### src/hw/rtl/ucer_pkg.sv
// Package for the endpoint-0 control responder: item, result and state types,
// action and command codes, request codes and the descriptor table.
// No dependencies; every RTL file of the block uses it by scoped names.
`default_nettype none

package ucer_pkg;

  // Largest packet on endpoint 0 and the width of a chunk byte count.
  localparam int unsigned MAX_PACKET  = 64;
  localparam int unsigned CNT_W       = $clog2(MAX_PACKET + 1);
  localparam int unsigned MAX_RESULTS = 3;
  localparam int unsigned RCNT_W      = $clog2(MAX_RESULTS + 1);

  // Descriptor table.
  localparam int unsigned NUM_DESC = 6;
  localparam logic [2:0]  NO_DESC  = 3'd7;

  localparam logic [15:0] DESC_VALUE [NUM_DESC] = '{
    16'h0100, 16'h0200, 16'h0300, 16'h0301, 16'h0302, 16'h0600
  };
  localparam logic [15:0] DESC_INDEX [NUM_DESC] = '{
    16'h0000, 16'h0000, 16'h0000, 16'h0409, 16'h0409, 16'h0000
  };
  localparam logic [7:0] DESC_LEN [NUM_DESC] = '{
    8'd18, 8'd32, 8'd4, 8'(2 + 15 * 2), 8'(2 + 15 * 2), 8'd10
  };

  // Standard request codes and the vendor request type.
  localparam logic [7:0] REQ_GET_STATUS     = 8'h00;
  localparam logic [7:0] REQ_SET_ADDRESS    = 8'h05;
  localparam logic [7:0] REQ_GET_DESCRIPTOR = 8'h06;
  localparam logic [7:0] REQ_SET_CONFIG     = 8'h09;
  localparam logic [1:0] TYPE_VENDOR        = 2'd2;

  typedef enum logic [1:0] {
    CMD_BUS_RESET = 2'd0,
    CMD_SETUP     = 2'd1,
    CMD_IN        = 2'd2,
    CMD_OUT       = 2'd3
  } ucer_cmd_e;

  typedef enum logic [2:0] {
    ACT_NONE      = 3'd0,
    ACT_RELEASE   = 3'd1,
    ACT_TRANSMIT  = 3'd2,
    ACT_STALL     = 3'd3,
    ACT_SET_ADDR  = 3'd4,
    ACT_BUS_RESET = 3'd5
  } ucer_action_e;

  // One input beat.
  typedef struct packed {
    logic [1:0]  command;
    logic        bank_odd;
    logic [7:0]  setup_type;
    logic [7:0]  request;
    logic [15:0] setup_value;
    logic [15:0] setup_index;
    logic [15:0] setup_length;
  } ucer_item_t;

  // One result beat.
  typedef struct packed {
    ucer_action_e     action;
    logic             bank;
    logic             data_toggle;
    logic [2:0]       descriptor_sel;
    logic [7:0]       byte_offset;
    logic [CNT_W-1:0] byte_count;
    logic [6:0]       device_address;
    logic             last;
  } ucer_result_t;

  localparam ucer_result_t RESULT_NONE = '{
    action: ACT_NONE, bank: 1'b0, data_toggle: 1'b0, descriptor_sel: NO_DESC,
    byte_offset: 8'd0, byte_count: '0, device_address: 7'd0, last: 1'b0
  };

  // Endpoint state kept between beats.
  typedef struct packed {
    logic       odd_bank;
    logic       toggle_bit;
    logic       pending_valid;
    logic [2:0] pending_descriptor;
    logic [7:0] pending_offset;
    logic [7:0] pending_remaining;
    logic [7:0] saved_request;
    logic [6:0] saved_address;
  } ucer_state_t;

  localparam ucer_state_t STATE_RESET = '{
    odd_bank: 1'b0, toggle_bit: 1'b0, pending_valid: 1'b0,
    pending_descriptor: NO_DESC, pending_offset: 8'd0, pending_remaining: 8'd0,
    saved_request: 8'd0, saved_address: 7'd0
  };

  // Status of the result queue as seen by the input side.
  typedef struct packed {
    logic head_valid;
    logic can_load;
  } ucer_q_status_t;

  // Result of a descriptor table search.
  typedef struct packed {
    logic       hit;
    logic [2:0] sel;
    logic [7:0] len;
  } ucer_lookup_t;

  // First table entry whose wValue and wIndex both match.
  function automatic ucer_lookup_t desc_lookup(input logic [15:0] value,
                                               input logic [15:0] index);
    ucer_lookup_t r;
    r = '{hit: 1'b0, sel: NO_DESC, len: 8'd0};
    for (int i = NUM_DESC - 1; i >= 0; i--) begin
      if (DESC_VALUE[i] == value && DESC_INDEX[i] == index) begin
        r.hit = 1'b1;
        r.sel = 3'(i);
        r.len = DESC_LEN[i];
      end
    end
    return r;
  endfunction

endpackage

`default_nettype wire

### src/hw/rtl/ucer_decode.sv
// Combinational response logic: turns one registered beat and the endpoint
// state into up to three results and the next state. Uses ucer_pkg.
`default_nettype none

module ucer_decode (
  input  var ucer_pkg::ucer_item_t   item_i,
  input  var ucer_pkg::ucer_state_t  state_i,
  output ucer_pkg::ucer_result_t     res_o [ucer_pkg::MAX_RESULTS],
  output logic [ucer_pkg::RCNT_W-1:0] res_cnt_o,
  output ucer_pkg::ucer_state_t      state_o
);

  localparam logic [7:0] MP8 = 8'(ucer_pkg::MAX_PACKET);

  ucer_pkg::ucer_cmd_e    cmd;
  ucer_pkg::ucer_lookup_t lk;
  logic       vendor;
  logic [7:0] len8;
  logic [7:0] size1;
  logic [7:0] rem1;
  logic [7:0] size2;
  logic [7:0] rem2;
  logic       done1;
  logic       done2;
  logic [7:0] in_size;
  logic [7:0] in_rem;

  assign cmd    = ucer_pkg::ucer_cmd_e'(item_i.command);
  assign vendor = (item_i.setup_type[6:5] == ucer_pkg::TYPE_VENDOR);
  assign lk     = ucer_pkg::desc_lookup(item_i.setup_value, item_i.setup_index);

  // GET_DESCRIPTOR: length clipped to wLength, then two chunks at most.
  assign len8  = ({8'd0, lk.len} > item_i.setup_length) ? item_i.setup_length[7:0] : lk.len;
  assign size1 = (len8 > MP8) ? MP8 : len8;
  assign rem1  = len8 - size1;
  assign done1 = (rem1 == 8'd0) && (size1 < MP8);
  assign size2 = (rem1 > MP8) ? MP8 : rem1;
  assign rem2  = rem1 - size2;
  assign done2 = (rem2 == 8'd0) && (size2 < MP8);

  // IN token: next chunk of the held transfer.
  assign in_size = (state_i.pending_remaining > MP8) ? MP8 : state_i.pending_remaining;
  assign in_rem  = state_i.pending_remaining - in_size;

  // Result list and state update.
  always_comb begin
    ucer_pkg::ucer_result_t r [ucer_pkg::MAX_RESULTS];
    logic [ucer_pkg::RCNT_W-1:0] n;
    ucer_pkg::ucer_state_t s;
    for (int i = 0; i < ucer_pkg::MAX_RESULTS; i++) begin
      r[i] = ucer_pkg::RESULT_NONE;
    end
    n = '0;
    s = state_i;
    unique case (cmd)
      ucer_pkg::CMD_BUS_RESET: begin
        s = ucer_pkg::STATE_RESET;
        r[0].action = ucer_pkg::ACT_BUS_RESET;
        n = 2'd1;
      end
      ucer_pkg::CMD_SETUP: begin
        r[0].action      = ucer_pkg::ACT_RELEASE;
        r[0].bank        = item_i.bank_odd;
        r[0].data_toggle = 1'b1;
        n = 2'd1;
        s.pending_valid      = 1'b0;
        s.pending_descriptor = ucer_pkg::NO_DESC;
        s.pending_offset     = 8'd0;
        s.pending_remaining  = 8'd0;
        s.toggle_bit         = 1'b1;
        s.saved_request      = item_i.request;
        s.saved_address      = item_i.setup_value[6:0];
        if (!vendor) begin
          if (item_i.request == ucer_pkg::REQ_SET_ADDRESS ||
              item_i.request == ucer_pkg::REQ_SET_CONFIG ||
              item_i.request == ucer_pkg::REQ_GET_STATUS) begin
            // Zero-length status packet.
            r[1].action      = ucer_pkg::ACT_TRANSMIT;
            r[1].bank        = state_i.odd_bank;
            r[1].data_toggle = 1'b1;
            s.odd_bank   = ~state_i.odd_bank;
            s.toggle_bit = 1'b0;
            n = 2'd2;
          end else if (item_i.request == ucer_pkg::REQ_GET_DESCRIPTOR && lk.hit) begin
            r[1].action         = ucer_pkg::ACT_TRANSMIT;
            r[1].bank           = state_i.odd_bank;
            r[1].data_toggle    = 1'b1;
            r[1].descriptor_sel = lk.sel;
            r[1].byte_offset    = 8'd0;
            r[1].byte_count     = ucer_pkg::CNT_W'(size1);
            if (done1) begin
              s.odd_bank   = ~state_i.odd_bank;
              s.toggle_bit = 1'b0;
              n = 2'd2;
            end else begin
              r[2].action         = ucer_pkg::ACT_TRANSMIT;
              r[2].bank           = ~state_i.odd_bank;
              r[2].data_toggle    = 1'b0;
              r[2].descriptor_sel = lk.sel;
              r[2].byte_offset    = size1;
              r[2].byte_count     = ucer_pkg::CNT_W'(size2);
              s.toggle_bit = 1'b1;
              n = 2'd3;
              if (!done2) begin
                s.pending_valid      = 1'b1;
                s.pending_descriptor = lk.sel;
                s.pending_offset     = size1 + size2;
                s.pending_remaining  = rem2;
              end
            end
          end else begin
            // Unknown request or missing descriptor.
            r[1].action = ucer_pkg::ACT_STALL;
            n = 2'd2;
          end
        end
      end
      ucer_pkg::CMD_IN: begin
        if (state_i.pending_valid) begin
          r[0].action         = ucer_pkg::ACT_TRANSMIT;
          r[0].bank           = state_i.odd_bank;
          r[0].data_toggle    = state_i.toggle_bit;
          r[0].descriptor_sel = state_i.pending_descriptor;
          r[0].byte_offset    = state_i.pending_offset;
          r[0].byte_count     = ucer_pkg::CNT_W'(in_size);
          s.odd_bank          = ~state_i.odd_bank;
          s.toggle_bit        = ~state_i.toggle_bit;
          s.pending_offset    = state_i.pending_offset + in_size;
          s.pending_remaining = in_rem;
          if (in_rem == 8'd0 && in_size < MP8) begin
            s.pending_valid      = 1'b0;
            s.pending_descriptor = ucer_pkg::NO_DESC;
            s.pending_offset     = 8'd0;
            s.pending_remaining  = 8'd0;
          end
          n = 2'd1;
        end
        // A saved SET_ADDRESS takes effect on every IN until the next SETUP or bus reset.
        if (state_i.saved_request == ucer_pkg::REQ_SET_ADDRESS) begin
          if (state_i.pending_valid) begin
            r[1].action         = ucer_pkg::ACT_SET_ADDR;
            r[1].device_address = state_i.saved_address;
          end else begin
            r[0].action         = ucer_pkg::ACT_SET_ADDR;
            r[0].device_address = state_i.saved_address;
          end
          n = n + 2'd1;
        end
      end
      ucer_pkg::CMD_OUT: begin
        r[0].action      = ucer_pkg::ACT_RELEASE;
        r[0].bank        = item_i.bank_odd;
        r[0].data_toggle = 1'b1;
        n = 2'd1;
      end
      default: begin
        n = '0;
      end
    endcase

    // Mark the final result of this beat.
    unique case (n)
      2'd1:    r[0].last = 1'b1;
      2'd2:    r[1].last = 1'b1;
      2'd3:    r[2].last = 1'b1;
      default: r[0].last = 1'b0;
    endcase

    res_o     = r;
    res_cnt_o = n;
    state_o   = s;
  end

endmodule

`default_nettype wire

### src/hw/rtl/ucer_result_queue.sv
// Three-entry result queue: loaded with all results of one beat at once,
// drained one result per output beat from the head. Uses ucer_pkg.
`default_nettype none

module ucer_result_queue (
  input  logic                           clk_i,
  input  logic                           rst_ni,
  input  logic                           load_i,
  input  var ucer_pkg::ucer_result_t     load_res_i [ucer_pkg::MAX_RESULTS],
  input  logic [ucer_pkg::RCNT_W-1:0]    load_cnt_i,
  input  logic                           out_stall_i,
  output ucer_pkg::ucer_result_t         head_o,
  output ucer_pkg::ucer_q_status_t       status_o
);

  ucer_pkg::ucer_result_t      slots_q [ucer_pkg::MAX_RESULTS];
  logic [ucer_pkg::RCNT_W-1:0] cnt_q;
  logic                        pop;

  // A new set may load when the queue is empty or its last entry leaves now.
  assign pop                 = (cnt_q != '0) && !out_stall_i;
  assign status_o.head_valid = (cnt_q != '0);
  assign status_o.can_load   = (cnt_q == '0) || ((cnt_q == 2'd1) && pop);
  assign head_o              = slots_q[0];

  // Occupancy count.
  always_ff @(posedge clk_i or negedge rst_ni) begin
    if (!rst_ni) begin
      cnt_q <= '0;
    end else if (load_i) begin
      cnt_q <= load_cnt_i;
    end else if (pop) begin
      cnt_q <= cnt_q - 2'd1;
    end
  end

  // Result slots shift toward the head on each output beat.
  always_ff @(posedge clk_i) begin
    if (load_i) begin
      slots_q <= load_res_i;
    end else if (pop) begin
      for (int i = 0; i < ucer_pkg::MAX_RESULTS - 1; i++) begin
        slots_q[i] <= slots_q[i+1];
      end
    end
  end

endmodule

`default_nettype wire

### src/hw/rtl/usb_control_endpoint_responder.sv
// The first result of a beat passes the input register and the result queue before it is offered.
// Throughput: one input beat per cycle for beats with at most one result while the output is
// not stalled; after a beat with several results, the next beat waits in the input register
// until the result queue has drained them.
// Reset: rst_ni clears the endpoint state, the input register and the result queue.
// Top level: input register, endpoint state, ucer_decode and ucer_result_queue.
`default_nettype none

module usb_control_endpoint_responder (
  input  logic        clk_i,
  input  logic        rst_ni,
  input  logic        in_valid_i,
  output logic        in_stall_o,
  input  logic [1:0]  command_i,
  input  logic        bank_odd_i,
  input  logic [7:0]  setup_type_i,
  input  logic [7:0]  request_i,
  input  logic [15:0] setup_value_i,
  input  logic [15:0] setup_index_i,
  input  logic [15:0] setup_length_i,
  output logic        out_valid_o,
  input  logic        out_stall_i,
  output logic [2:0]  action_o,
  output logic        bank_o,
  output logic        data_toggle_o,
  output logic [2:0]  descriptor_sel_o,
  output logic [7:0]  byte_offset_o,
  output logic [ucer_pkg::CNT_W-1:0] byte_count_o,
  output logic [6:0]  device_address_o,
  output logic        last_o
);

  ucer_pkg::ucer_item_t        item_q;
  logic                        item_valid_q;
  ucer_pkg::ucer_state_t       state_q;
  ucer_pkg::ucer_state_t       state_d;
  ucer_pkg::ucer_result_t      res_d [ucer_pkg::MAX_RESULTS];
  logic [ucer_pkg::RCNT_W-1:0] res_cnt_d;
  ucer_pkg::ucer_result_t      head;
  ucer_pkg::ucer_q_status_t    q_status;
  logic                        load;
  logic                        in_accept;

  // Input handshake: the held beat is processed once the queue can take its results.
  assign load       = item_valid_q && q_status.can_load;
  assign in_stall_o = item_valid_q && !q_status.can_load;
  assign in_accept  = in_valid_i && !in_stall_o;

  // Input register.
  always_ff @(posedge clk_i or negedge rst_ni) begin
    if (!rst_ni) begin
      item_valid_q <= 1'b0;
    end else if (in_accept) begin
      item_valid_q <= 1'b1;
    end else if (load) begin
      item_valid_q <= 1'b0;
    end
  end

  always_ff @(posedge clk_i) begin
    if (in_accept) begin
      item_q <= '{command: command_i, bank_odd: bank_odd_i, setup_type: setup_type_i,
                  request: request_i, setup_value: setup_value_i,
                  setup_index: setup_index_i, setup_length: setup_length_i};
    end
  end

  // Endpoint state advances when a beat is processed.
  always_ff @(posedge clk_i or negedge rst_ni) begin
    if (!rst_ni) begin
      state_q <= ucer_pkg::STATE_RESET;
    end else if (load) begin
      state_q <= state_d;
    end
  end

  ucer_decode u_decode (
    .item_i    (item_q),
    .state_i   (state_q),
    .res_o     (res_d),
    .res_cnt_o (res_cnt_d),
    .state_o   (state_d)
  );

  ucer_result_queue u_queue (
    .clk_i       (clk_i),
    .rst_ni      (rst_ni),
    .load_i      (load),
    .load_res_i  (res_d),
    .load_cnt_i  (res_cnt_d),
    .out_stall_i (out_stall_i),
    .head_o      (head),
    .status_o    (q_status)
  );

  // Output beat from the queue head.
  assign out_valid_o      = q_status.head_valid;
  assign action_o         = head.action;
  assign bank_o           = head.bank;
  assign data_toggle_o    = head.data_toggle;
  assign descriptor_sel_o = head.descriptor_sel;
  assign byte_offset_o    = head.byte_offset;
  assign byte_count_o     = head.byte_count;
  assign device_address_o = head.device_address;
  assign last_o           = head.last;

  // A chunk never exceeds the endpoint's packet size.
  assert property (@(posedge clk_i) disable iff (!rst_ni)
    out_valid_o |-> byte_count_o <= ucer_pkg::CNT_W'(ucer_pkg::MAX_PACKET))
    else $error("chunk byte count above packet size");

  // A held transfer always names a table entry.
  assert property (@(posedge clk_i) disable iff (!rst_ni)
    state_q.pending_valid |-> state_q.pending_descriptor != ucer_pkg::NO_DESC)
    else $error("pending transfer without descriptor");

  // A beat waiting for the queue stays in the input register unchanged.
  assert property (@(posedge clk_i) disable iff (!rst_ni)
    item_valid_q && !load |=> item_valid_q && $stable(item_q))
    else $error("input beat lost while waiting for the queue");

  // Receive banks are always released as DATA1.
  assert property (@(posedge clk_i) disable iff (!rst_ni)
    out_valid_o && action_o == ucer_pkg::ACT_RELEASE |-> data_toggle_o)
    else $error("bank release without DATA1");

endmodule

`default_nettype wire

### config.mk
export PLATFORM = sky130hd
export DESIGN_NAME = usb_control_endpoint_responder
export DESIGN_NICKNAME = d
export VERILOG_FILES = /design/src/hw/rtl/ucer_pkg.sv /design/src/hw/rtl/ucer_decode.sv /design/src/hw/rtl/ucer_result_queue.sv /design/src/hw/rtl/usb_control_endpoint_responder.sv
export SDC_FILE = /design/constraint.sdc
export NUM_CORES = 1
export LEC_CHECK = 0
export ABC_AREA = 1
export ABC_CLOCK_PERIOD_IN_PS = 14000
export BUFFER_PORTS_ARGS = -buffer_cell sky130_fd_sc_hd__buf_2
export CORE_MARGIN = 2
export CORE_UTILIZATION = 45
export DETAILED_ROUTE_END_ITERATION = 7
export RECOVER_POWER = 25
export SLEW_MARGIN = 20
export SYNTH_ARGS = -nofsm -noshare
export SYNTH_HDL_FRONTEND = slang
export SYNTH_HIERARCHICAL = 1
export SYNTH_SLANG_ARGS = --single-unit
### constraint.sdc
create_clock -name clk_i -period 14 [get_ports clk_i]
set_clock_uncertainty 0.15 [all_clocks]
set_input_delay 2.8 -clock clk_i [delete_from_list [all_inputs] [get_ports clk_i]]
set_output_delay 2.8 -clock clk_i [all_outputs]
set_load 0.01 [all_outputs]
==> results by group <==
Clock tree
  • CTS tree: yes
  • Cts bufs inserted: 17
  • Post-CTS sizing: 0
  • Hold buffers post-CTS: 0
  • CTS Buffer Depth: 2
  • Setup bufs post-CTS: 0
  • Root Driver: clkbuf_16
  • CTS Sinks: 194
  • Htree depth: 4
  • Clk slew on worst S/H paths: approximately 0.070 ns
  • Clock Latency Late Sink: 0.43 ns

Power and ir drop
  • P_sw: 0.000858 W
  • Pwr/cell area: 191 mW/mm^2
  • Sw Ratio: 0.386
  • Power Internal: 0.00136 W
  • Comb power frac: 0.331
  • Part of the power in registers: 0.457
  • Max VDD drop: around 0.000092 V
  • Clock power frac: 0.212
  • P_leak: 5.31 nW

GRT
  • Tot GR Track Use: 0.194
  • Pin count of the biggest net entering global routing: 98
  • First-pass GRT wire length: 37100 um
  • Overflow after GRT: 0
  • Vias in the first global route: between 7000 and 8000
  • Antenna violations before repair: 0

Drt
  • Detail Route Antenna Nets: 0
  • Post-DR vias/cell: 4.77
  • Detailed Route Iter0 Violations: roughly 480
  • Vias: 7736
  • TritonRoute pass-1 iters: 5
  • DRC viols: 0
  • Wire length per cell: roughly 14 um
  • Post-Route WL: around 23000 um

Floorplan
  • I/O pin count: approximately 100
  • Die H: 158 um
  • Rows: 56
  • Starting Density: 0.456
  • Die ar.: approximately 0.025 mm^2
  • Die width: around 160 um
  • Core ar.: 0.0234 mm^2

Worst setup path
  • Worst path cell trace: buf_2 -> inv_1 -> nand2_1 -> nand2_1 -> buf_4 -> nor2_1 -> buf_2
  • Largest delay contributor family on the critical path: buffers and inverters
  • Crit-path max FO: 41
  • Required time worst endpoint: 11.05 ns
  • CP Class: primary input to primary output
  • Worst setup EP type: primary output
  • Arr. time, crit path: 3.76 ns
  • Largest stage delay, worst path: 0.42 ns
  • CP max stage cell: buf_4
  • WP buf/inv: 4
  • CP Launch Type: primary input

STA
  • Final Hold Fails: 0
  • Crit path time final: around 6.7 ns
  • TNS Setup: 0 ns
  • Final Slew Violations: 41
  • Slew margin rel.: -0.660
  • Fmax: 149 MHz
  • Final setup vio count: 0
  • RSZ-0062 raised after global routing: no
  • Slew @ Worst Pin: about 2.5 ns
  • Final Cycle Share: 0.479

Synthesis
  • Synth warnings: 6
  • Syn Inst Count: 1231
  • Avg Cell Area, Syn: 8.66 um^2
  • Syn Std Cell Area: approximately 0.011 mm^2

Run status
  • Failing checks: capacitance limit, slew limit
  • Run status: finished with violations

Cells and area
  • Antenna diode count: 0
  • Share of cells above drive strength 1: 0.132
  • Final net count: about 1400
  • Post-layout util: 0.498
  • Most common cell after layout, fill and taps aside: nand2_1
  • Commonest non-fill, non-tap cells in the layout: 393 x nand2_1, 154 x edfxtp_1, 128 x nor2_1
  • Area grow syn2layout: 9.30%

Place
  • Post-DP HPWL: about 16000 um
  • Number of port buffers: 97
  • RD Place Congestion: 0.856

Worst hold path
  • Worst hold path class: flop to flop

Run
  • Max-Cap Viols: 1
through the flow:
step / power [W] / hold slack [ns] / std cells / setup WS (ns) / instance area, um^2
3_5_place_dp: 0.00177 / 0.311 / 1590 / 7.29 / 11100
2_1_floorplan: 0.00162 / 0.292 / 1266 / 7.12 / 10800
3_3_place_gp: 0.00175 / 0.304 / 1590 / 7.26 / 11100
6_report: 0.00222 / 0.326 / 1622 / 7.29 / 11700
4_1_cts: 0.00224 / 0.328 / 1622 / 7.29 / 11700
5_1_grt: 0.00239 / 0.350 / 1622 / 7.21 / 11700
tightest hold or removal path, stage by stage (launching register included):
cell	delay, ns
dfrtp_1	0.35
nand2_1	0.05
nand2_1	0.05
registers in the layout, indices dropped and copies added (netlist names):
register and count:
u_queue/cnt_q 2, item_valid_q 1, item_q 61, u_queue/head_o 31, state_q 37, u_queue/slots_q 62
final timing paths:
path	start	endpoint	slack [ns]	cells past startpoint
max	out_stall_i	in_stall_o	7.29	7
min	state_q[6]	state_q[6]	0.33	2
max reg2reg	u_queue/cnt_q[0]	u_queue/slots_q[46]	10.42	12
min reg2reg	state_q[6]	state_q[6]	0.33	2
max in group asynchronous	rst_ni	item_valid_q	9.02	2
min in group asynchronous	rst_ni	state_q[20]	3.09	2
metal layers:
| layer | GRT usage | part of all wire | vias up |
|---|---|---|---|
| met5 | 0 | 0 | - |
| met4 | 0.0708 | 0.027 | 0 |
| met3 | 0.0301 | 0.034 | 22 |
| met2 | 0.340 | 0.50 | 147 |
| met1 | 0.243 | 0.44 | 3546 |
| li1 | - | - | 4021 |
power by group through the flow:
stage	Sequential (W)	Clock, W	Combinational (W)
2_1_floorplan	0.00100	0	0.000617
3_3_place_gp	0.00102	0	0.000727
3_5_place_dp	0.00103	0	0.000740
4_1_cts	0.00102	0.000484	0.000741
5_1_grt	0.00104	0.000508	0.000842
6_report	0.00102	0.000470	0.000736
cell type report:
cell class,count,area (um^2)
clock buffers,19,433
clock inverters,13,140
fillers,2264,11700
inverters,130,489
multi-input cells,842,4030
flip-flops and latches,194,5630
well taps,319,399
repair buffers,105,541
Note: power is estimated with default switching activity, not from simulation.
